### config.mk
export PLATFORM = sky130hd
export DESIGN_NAME = byte_ring_fifo_with_undo_core
export DESIGN_NICKNAME = d
export VERILOG_FILES = /design/src/hdl/brfu_pkg.sv /design/src/hdl/brfu_ram.sv /design/src/hdl/brfu_ctrl.sv /design/src/hdl/byte_ring_fifo_with_undo_core.sv
export SDC_FILE = /design/constraint.sdc
export NUM_CORES = 2
export LEC_CHECK = 0
export ABC_AREA = 1
export BUFFER_PORTS_ARGS = -buffer_cell sky130_fd_sc_hd__buf_4
export CORE_UTILIZATION = 60
export CTS_CLUSTER_SIZE = 10
export DETAILED_ROUTE_END_ITERATION = 8
export HOLD_SLACK_MARGIN = 0.15
export PLACE_DENSITY_LB_ADDON = 0.05
export SKIP_CTS_REPAIR_TIMING = 1
export SLEW_MARGIN = 0
export SYNTH_ARGS = -nofsm -noshare
export SYNTH_HDL_FRONTEND = slang
export SYNTH_SLANG_ARGS = --single-unit
### constraint.sdc
create_clock -name clock -period 4.68 [get_ports clock]
set_input_delay 0.702 -clock clock [delete_from_list [all_inputs] [get_ports clock]]
set_output_delay 0.702 -clock clock [all_outputs]
set_load 0.02 [all_outputs]
### src/hdl/brfu_pkg.sv
package brfu_pkg;

   localparam int MAX_SLOTS = 256;
   localparam int PTR_BITS = $clog2(MAX_SLOTS);
   localparam int SIZE_BITS = 9;
   localparam int FILL_BITS = 8;
   localparam int COUNT_BITS = 16;
   localparam int DATA_BITS = 8;
   localparam logic [SIZE_BITS-1:0] SIZE_RESET = SIZE_BITS'(MAX_SLOTS);

   typedef enum logic [1:0] {
      OP_PUSH   = 2'd0,
      OP_POP    = 2'd1,
      OP_DELETE = 2'd2,
      OP_FLUSH  = 2'd3
   } opcode_type;

   typedef enum logic [1:0] {
      ST_DONE    = 2'd0,
      ST_REFUSED = 2'd1,
      ST_CORRUPT = 2'd2
   } status_type;

   typedef struct packed {
      logic                 wr_en;
      logic                 rd_en;
      logic [PTR_BITS-1:0]  wr_addr;
      logic [PTR_BITS-1:0]  rd_addr;
      logic [DATA_BITS-1:0] wr_data;
   } mem_req_type;

   typedef struct packed {
      status_type            status;
      logic                  pop_ok;
      logic [FILL_BITS-1:0]  fill_level;
      logic [COUNT_BITS-1:0] overflow_count;
   } result_type;

endpackage

### src/hdl/brfu_ram.sv
module brfu_ram #(
   parameter int DEPTH = 256,
   parameter int WIDTH = 8
) (
   input  logic                     clock,
   input  logic                     wr_en,
   input  logic [$clog2(DEPTH)-1:0] wr_addr,
   input  logic [WIDTH-1:0]         wr_data,
   input  logic                     rd_en,
   input  logic [$clog2(DEPTH)-1:0] rd_addr,
   output logic [WIDTH-1:0]         rd_data
);

   logic [WIDTH-1:0] mem_ff [DEPTH];
   logic [WIDTH-1:0] rd_data_ff;

   always_ff @(posedge clock) begin
      if (wr_en) begin
         mem_ff[wr_addr] <= wr_data;
      end
   end

   always_ff @(posedge clock) begin
      if (rd_en) begin
         rd_data_ff <= mem_ff[rd_addr];
      end
   end

   assign rd_data = rd_data_ff;

endmodule

### src/hdl/brfu_ctrl.sv
module brfu_ctrl
   import brfu_pkg::*;
(
   input  logic                  clock,
   input  logic                  reset,
   input  logic                  accept,
   input  opcode_type            opcode,
   input  logic [DATA_BITS-1:0]  data_in,
   input  logic                  csr_wr_en,
   input  logic [SIZE_BITS-1:0]  csr_wr_data,
   output mem_req_type           mem_req,
   output result_type            result
);

   logic [PTR_BITS-1:0]   wp_ff, wp_in;
   logic [PTR_BITS-1:0]   rp_ff, rp_in;
   logic [FILL_BITS-1:0]  held_ff, held_in;
   logic [COUNT_BITS-1:0] refused_ff, refused_in;
   logic [SIZE_BITS-1:0]  size_ff, size_in;

   logic [SIZE_BITS-1:0]  eff_size;
   logic [SIZE_BITS-1:0]  wp_inc;
   logic [SIZE_BITS-1:0]  rp_inc;
   logic [SIZE_BITS-1:0]  size_dec;
   logic [PTR_BITS-1:0]   wp_next;
   logic [PTR_BITS-1:0]   rp_next;
   logic [PTR_BITS-1:0]   wp_prev;
   logic [COUNT_BITS-1:0] refused_sat;
   logic                  corrupt;

   assign eff_size = (size_ff > SIZE_RESET) ? SIZE_RESET : size_ff;
   assign corrupt = ({1'b0, wp_ff} >= eff_size) || ({1'b0, rp_ff} >= eff_size);
   assign wp_inc = {1'b0, wp_ff} + SIZE_BITS'(1);
   assign rp_inc = {1'b0, rp_ff} + SIZE_BITS'(1);
   assign size_dec = eff_size - SIZE_BITS'(1);
   assign wp_next = (wp_inc >= eff_size) ? '0 : wp_inc[PTR_BITS-1:0];
   assign rp_next = (rp_inc >= eff_size) ? '0 : rp_inc[PTR_BITS-1:0];
   assign wp_prev = (wp_ff != '0) ? wp_ff - PTR_BITS'(1) : size_dec[PTR_BITS-1:0];
   assign refused_sat = (&refused_ff) ? refused_ff : refused_ff + COUNT_BITS'(1);
   assign size_in = csr_wr_en ? csr_wr_data : size_ff;

   always_comb begin
      wp_in = wp_ff;
      rp_in = rp_ff;
      held_in = held_ff;
      refused_in = refused_ff;
      result.status = ST_DONE;
      result.pop_ok = 1'b0;
      mem_req.wr_en = 1'b0;
      mem_req.rd_en = 1'b0;
      mem_req.wr_addr = wp_ff;
      mem_req.rd_addr = rp_ff;
      mem_req.wr_data = data_in;
      if (!accept) begin
      end else if (opcode == OP_FLUSH) begin
         wp_in = '0;
         rp_in = '0;
         held_in = '0;
         refused_in = '0;
      end else if (corrupt) begin
         result.status = ST_CORRUPT;
      end else begin
         unique case (opcode)
            OP_PUSH: begin
               if (wp_next != rp_ff) begin
                  mem_req.wr_en = 1'b1;
                  wp_in = wp_next;
                  held_in = held_ff + FILL_BITS'(1);
               end else begin
                  refused_in = refused_sat;
                  result.status = ST_REFUSED;
               end
            end
            OP_POP: begin
               if (rp_ff != wp_ff) begin
                  mem_req.rd_en = 1'b1;
                  result.pop_ok = 1'b1;
                  rp_in = rp_next;
                  held_in = held_ff - FILL_BITS'(1);
               end else begin
                  wp_in = '0;
                  rp_in = '0;
                  held_in = '0;
                  result.status = ST_REFUSED;
               end
               refused_in = '0;
            end
            OP_DELETE: begin
               if (wp_ff != rp_ff) begin
                  wp_in = wp_prev;
                  held_in = held_ff - FILL_BITS'(1);
               end else begin
                  result.status = ST_REFUSED;
               end
               refused_in = '0;
            end
            default: begin
            end
         endcase
      end
      result.fill_level = held_in;
      result.overflow_count = refused_in;
   end

   always_ff @(posedge clock) begin
      if (reset) begin
         wp_ff <= '0;
         rp_ff <= '0;
         held_ff <= '0;
         refused_ff <= '0;
         size_ff <= SIZE_RESET;
      end else begin
         wp_ff <= wp_in;
         rp_ff <= rp_in;
         held_ff <= held_in;
         refused_ff <= refused_in;
         size_ff <= size_in;
      end
   end

`ifndef SYNTHESIS
   a_flush_clears: assert property (@(posedge clock) disable iff (reset)
      accept && opcode == OP_FLUSH |=>
         wp_ff == '0 && rp_ff == '0 && held_ff == '0 && refused_ff == '0)
      else $error("flush did not clear the ring state");

   a_one_port_op: assert property (@(posedge clock) disable iff (reset)
      !(mem_req.wr_en && mem_req.rd_en))
      else $error("memory read and write issued for the same transfer");

   a_refused_step: assert property (@(posedge clock) disable iff (reset)
      refused_ff != $past(refused_ff) |->
         refused_ff == '0 || refused_ff == $past(refused_ff) + COUNT_BITS'(1))
      else $error("refused counter moved by more than one");
`endif

endmodule

### src/hdl/byte_ring_fifo_with_undo_core.sv
// Channel  Ports     Direction  Contents
// req      req_t*    in         tuser: opcode; tdata: data_in
// rsp      rsp_t*    out        tuser: status; tdata: data_out, fill_level, overflow_count
// csr      csr_wr_*  in         ring_size, written when csr_wr_en is high
//
// Pointers update at the transfer and the byte memory is read at the same edge, so its
// registered read port holds the popped byte for the result.
// One operation per cycle is sustained while the result side keeps taking transfers.
// Reset clears the pointers, counters and result valid and sets the ring size to 256.
// A stalled result blocks new requests; the byte memory keeps undefined contents.
module byte_ring_fifo_with_undo_core
   import brfu_pkg::*;
(
   input  logic                  clock,
   input  logic                  reset,
   input  logic                  req_tvalid,
   output logic                  req_tready,
   input  logic [7:0]            req_tdata,   // [7:0] data_in
   input  logic [1:0]            req_tuser,   // [1:0] opcode
   output logic                  rsp_tvalid,
   input  logic                  rsp_tready,
   output logic [31:0]           rsp_tdata,   // [7:0] data_out, [15:8] fill_level,
                                              // [31:16] overflow_count
   output logic [1:0]            rsp_tuser,   // [1:0] status
   input  logic                  csr_wr_en,
   input  logic [SIZE_BITS-1:0]  csr_wr_data
);

   logic                 accept;
   mem_req_type          mem_req;
   result_type           result;
   logic [DATA_BITS-1:0] rd_data;
   logic [DATA_BITS-1:0] data_out;

   logic                  rsp_valid_ff, rsp_valid_in;
   status_type            status_ff;
   logic                  pop_ok_ff;
   logic [FILL_BITS-1:0]  fill_ff;
   logic [COUNT_BITS-1:0] overflow_ff;

   assign req_tready = !rsp_valid_ff || rsp_tready;
   assign accept = req_tvalid && req_tready;
   assign rsp_valid_in = accept ? 1'b1 : (rsp_valid_ff && !rsp_tready);

   brfu_ctrl u_ctrl (
      .clock       (clock),
      .reset       (reset),
      .accept      (accept),
      .opcode      (opcode_type'(req_tuser)),
      .data_in     (req_tdata),
      .csr_wr_en   (csr_wr_en),
      .csr_wr_data (csr_wr_data),
      .mem_req     (mem_req),
      .result      (result)
   );

   brfu_ram #(
      .DEPTH (MAX_SLOTS),
      .WIDTH (DATA_BITS)
   ) u_ram (
      .clock   (clock),
      .wr_en   (mem_req.wr_en),
      .wr_addr (mem_req.wr_addr),
      .wr_data (mem_req.wr_data),
      .rd_en   (mem_req.rd_en),
      .rd_addr (mem_req.rd_addr),
      .rd_data (rd_data)
   );

   always_ff @(posedge clock) begin
      if (reset) begin
         rsp_valid_ff <= 1'b0;
      end else begin
         rsp_valid_ff <= rsp_valid_in;
      end
   end

   always_ff @(posedge clock) begin
      if (accept) begin
         status_ff <= result.status;
         pop_ok_ff <= result.pop_ok;
         fill_ff <= result.fill_level;
         overflow_ff <= result.overflow_count;
      end
   end

   assign data_out = pop_ok_ff ? rd_data : '0;
   assign rsp_tvalid = rsp_valid_ff;
   assign rsp_tuser = status_ff;
   assign rsp_tdata = {overflow_ff, fill_ff, data_out};

`ifndef SYNTHESIS
   a_data_only_on_pop: assert property (@(posedge clock) disable iff (reset)
      rsp_valid_ff && status_ff != ST_DONE |-> data_out == '0)
      else $error("data returned with a refused or corrupt status");
`endif

endmodule
==> impl_results.md <==
* Status: finished, final reports clean
* CP peak stage delay at 0.49 ns
* Clk sink count at 2,133
* HPWL after DPL at 146,000 µm
* Final hold vios at 0
* Worst EP required at 5.25 ns
* Vias per cell at 6.56
* Commonest non-fill, non-tap cell in the layout: edfxtp_1
* Fmax at 0.233 GHz
* # setup viols final at 0
* RSZ-0062 raised after global routing: no
* Register area at 63,600 µm²
* Synth Cell Area at 86,600 µm²
* Psw at 9.52 mW
* Fin. max-slew vios at 0
* Clock Tree Buf Depth at 3
* Sequential cell fraction of total power at 52.4%
* Htree depth at 4
* DRT iter0 DRCs at 7,878
* Layout area overhead at 12.4%
* GP Congestion at 0.963
* Fill cells at 10,300
* Starting Density at 60.4%
* Worst path top cell family by delay: simple AND/OR/NAND/NOR gates
* TritonCTS buffer count at 233
* Final period util at 91.6%
* Syn Inst Count at 6,755
* Total power at 40.3 mW
* Row Count at 139
* CP Data Arrival Time at 4.86 ns
* Net Sw Frac at 23.6%
* Relative slew slack at 20.7%
* Worst path bufs/invs at 7
* Max_cap viols at 0
* Most frequent cells in the layout: edfxtp_1, nor2_1, o21ai_0, buf_4, nand3_1
* # IOs at 60
* Sequential-to-total area share from yosys stat at 73.4%
* Clk_lat worst skew at 0.87 ns
* CP Capture Type: flip-flop
* Antenna Violating Nets Remaining at 0
* Routed WL per cell at 28.0 µm
* Leak at 32.0 nW
* CP max stage cell: dfxtp_1
* Die Span Y at 382 µm
* Logic pwr share at 8.0%
* #FFs+latches synth at 2,133
* Syn_area_per_cell at 12.8 µm²
* Slew @ Worst Pin at 1.19 ns
* Die X at 382 µm
* Ys flop type: edfxtp_1
* Pre-antenna DRT Iters at 6
* Remaining Overflow, GRT at 0
* CTS tree: built
* Design internal power at 30.7 mW
* Via count at 58,500
* Area of the multi-input gates at 20,600 µm²
* Buffer type at the clock tree root: clkbuf_16
* Clk_skew at 0.0361 ns
* Most used cell, CP: nand2_1
* Largest net degree at the start of global routing at 223
* Core box area at 143,000 µm²
* Yosys cell types at 44
* Hold WC Path Type: in -> reg
* Residual DRC at 0
* Tmin final at 4.29 ns
* Overall Global Routing Usage at 34.2%
* Share of cells above drive strength 1 at 10.7%
* Antenna violations before repair at 7
* CTS clk-pin slew, worst paths at 0.06 ns
* Nets at 7,012
* CP max FO at 16
* First-pass GRT wire length at 366,000 µm
* Die ar. at 146,000 µm²
* Startpoint Class: flip-flop
* Setup_tns at 0 ns
* Asr flop ratio synth at 0%
* Synth Warn # at 0
* Final Routed Wirelength at 250,000 µm
* Power per Cell Area at 414 nW/µm²
* Synth Net Count at 6,827
* Crit Path Category: reg -> reg
* Number of global-route vias before repair at 56,300
* Worst vdd ir at 0.340 mV
* Port-buffer cells at 59
* Clk network pwr share at 39.7%
* Number of synthesized flops with an enable pin at 2,083
==> per-layer routing <==
layer	global-route usage [%]	up-vias	part of all wire [%]
met5	0	-	0.0096
met4	14.9	4	4.2
met3	7.22	537	11
met2	52.3	3476	46
met1	47.7	28800	39
li1	-	25700	-
==> cells in the mapped netlist (8+ instances only) <==
library cell  number  area share (%)
nand2_1          249             1.1
o211ai_1         254             2.2
dfxtp_1           50             1.2
o21ai_0         1047             6.0
buf_2             12           0.069
xor2_1            20            0.20
inv_1            124            0.54
edfxtp_1        2083              72
a21oi_1           48            0.28
o22ai_1          256             1.8
nor3_1            15           0.087
nand3_1          314             1.8
nor2_1          1381             6.0
clkbuf_1         454             2.0
ha_1              48            0.69
buf_1             24            0.10
mux2i_1            8           0.092
o221ai_1         264             2.7
nand4_1           31            0.22
nand2_2           11           0.079
buf_4              8           0.069
==> worst paths after layout <==
kind	start	cells after the start	to	slack, ns
worst min-delay path	rsp_tready	4	rsp_tvalid	0.15
worst min register to register	u_ctrl.refused_ff[12]	2	u_ctrl.refused_ff[12]	0.50
worst max-delay path	u_ctrl.wp_ff[0]	27	u_ram.mem_ff[37][5]	0.39
worst max register to register	u_ctrl.wp_ff[0]	27	u_ram.mem_ff[37][5]	0.39
==> through the flow <==
| stage | hold slack, ns | cells | setup WS [ns] | util, % | cell area (µm²) |
|---|---|---|---|---|---|
| floorplan | 0.434 | 6755 | 0.605 | - | 86600 |
| global placement | 0.479 | 8598 | 0.438 | 63.3 | 90900 |
| detailed placement | 0.492 | 8598 | 0.402 | 63.3 | 90900 |
| CTS | 0.0338 | 8898 | 0.417 | 67.8 | 97200 |
| global route | 0.153 | 8908 | 0.0224 | 67.8 | 97300 |
| finish | 0.151 | 8914 | 0.394 | 67.8 | 97300 |
==> worst min-delay path, cell delays in order <==
cell and delay [ns]:
buf_4 0.08, inv_1 0.03, nand2_1 0.09, a21oi_1 0.07
==> cells by family (layout without fill, tap and decap cells) <==
family,count (synthesis),in the layout,share of synthesized area (%)
other,0,6,0
buffers and inverters,634,884,2.87
xor gates and xnor gates,22,22,0.222
AOI/OAI and AO/OA,1880,1880,13.1
adders and majority gates,48,48,0.693
muxes,8,8,0.0925
DFF,2133,2133,73.4
and+or+nand+nor,2030,2030,9.61
==> final cells by class <==
type / instances / share of cell area [%]
sequential: 2133 / 65.3
multi-input combinational: 3988 / 21.2
clock buffer: 280 / 6.20
timing repair buffer: 455 / 3.98
tap: 1903 / 2.45
inverter: 129 / 0.523
clock inverter: 20 / 0.318
antenna: 6 / 0.0154
==> power groups by stage <==
| stage | Sequential (mW) | Combinational, mW | Clock (mW) |
|---|---|---|---|
| final | 21.1 | 3.21 | 16.0 |
| after global routing | 21.1 | 3.43 | 16.8 |
| after CTS | 21.1 | 3.13 | 16.1 |
| after detailed placement | 21.5 | 3.12 | 0 |
| after global placement | 21.5 | 3.12 | 0 |
| after floorplan | 21.5 | 1.68 | 0 |
==> flip-flops by register name, summed over array words and instances, names as in the netlist <==
name / flops
rsp_tuser: 2
rsp_tvalid: 1
fill_ff: 8
u_ram.rd_data: 8
u_ctrl.held_ff: 8
u_ctrl.refused_ff: 16
u_ctrl.size_ff: 9
u_ctrl.rp_ff: 8
u_ram.mem_ff: 2048
u_ctrl.wp_ff: 8
overflow_ff: 16
pop_ok_ff: 1
(Power assumes the default switching activity.)
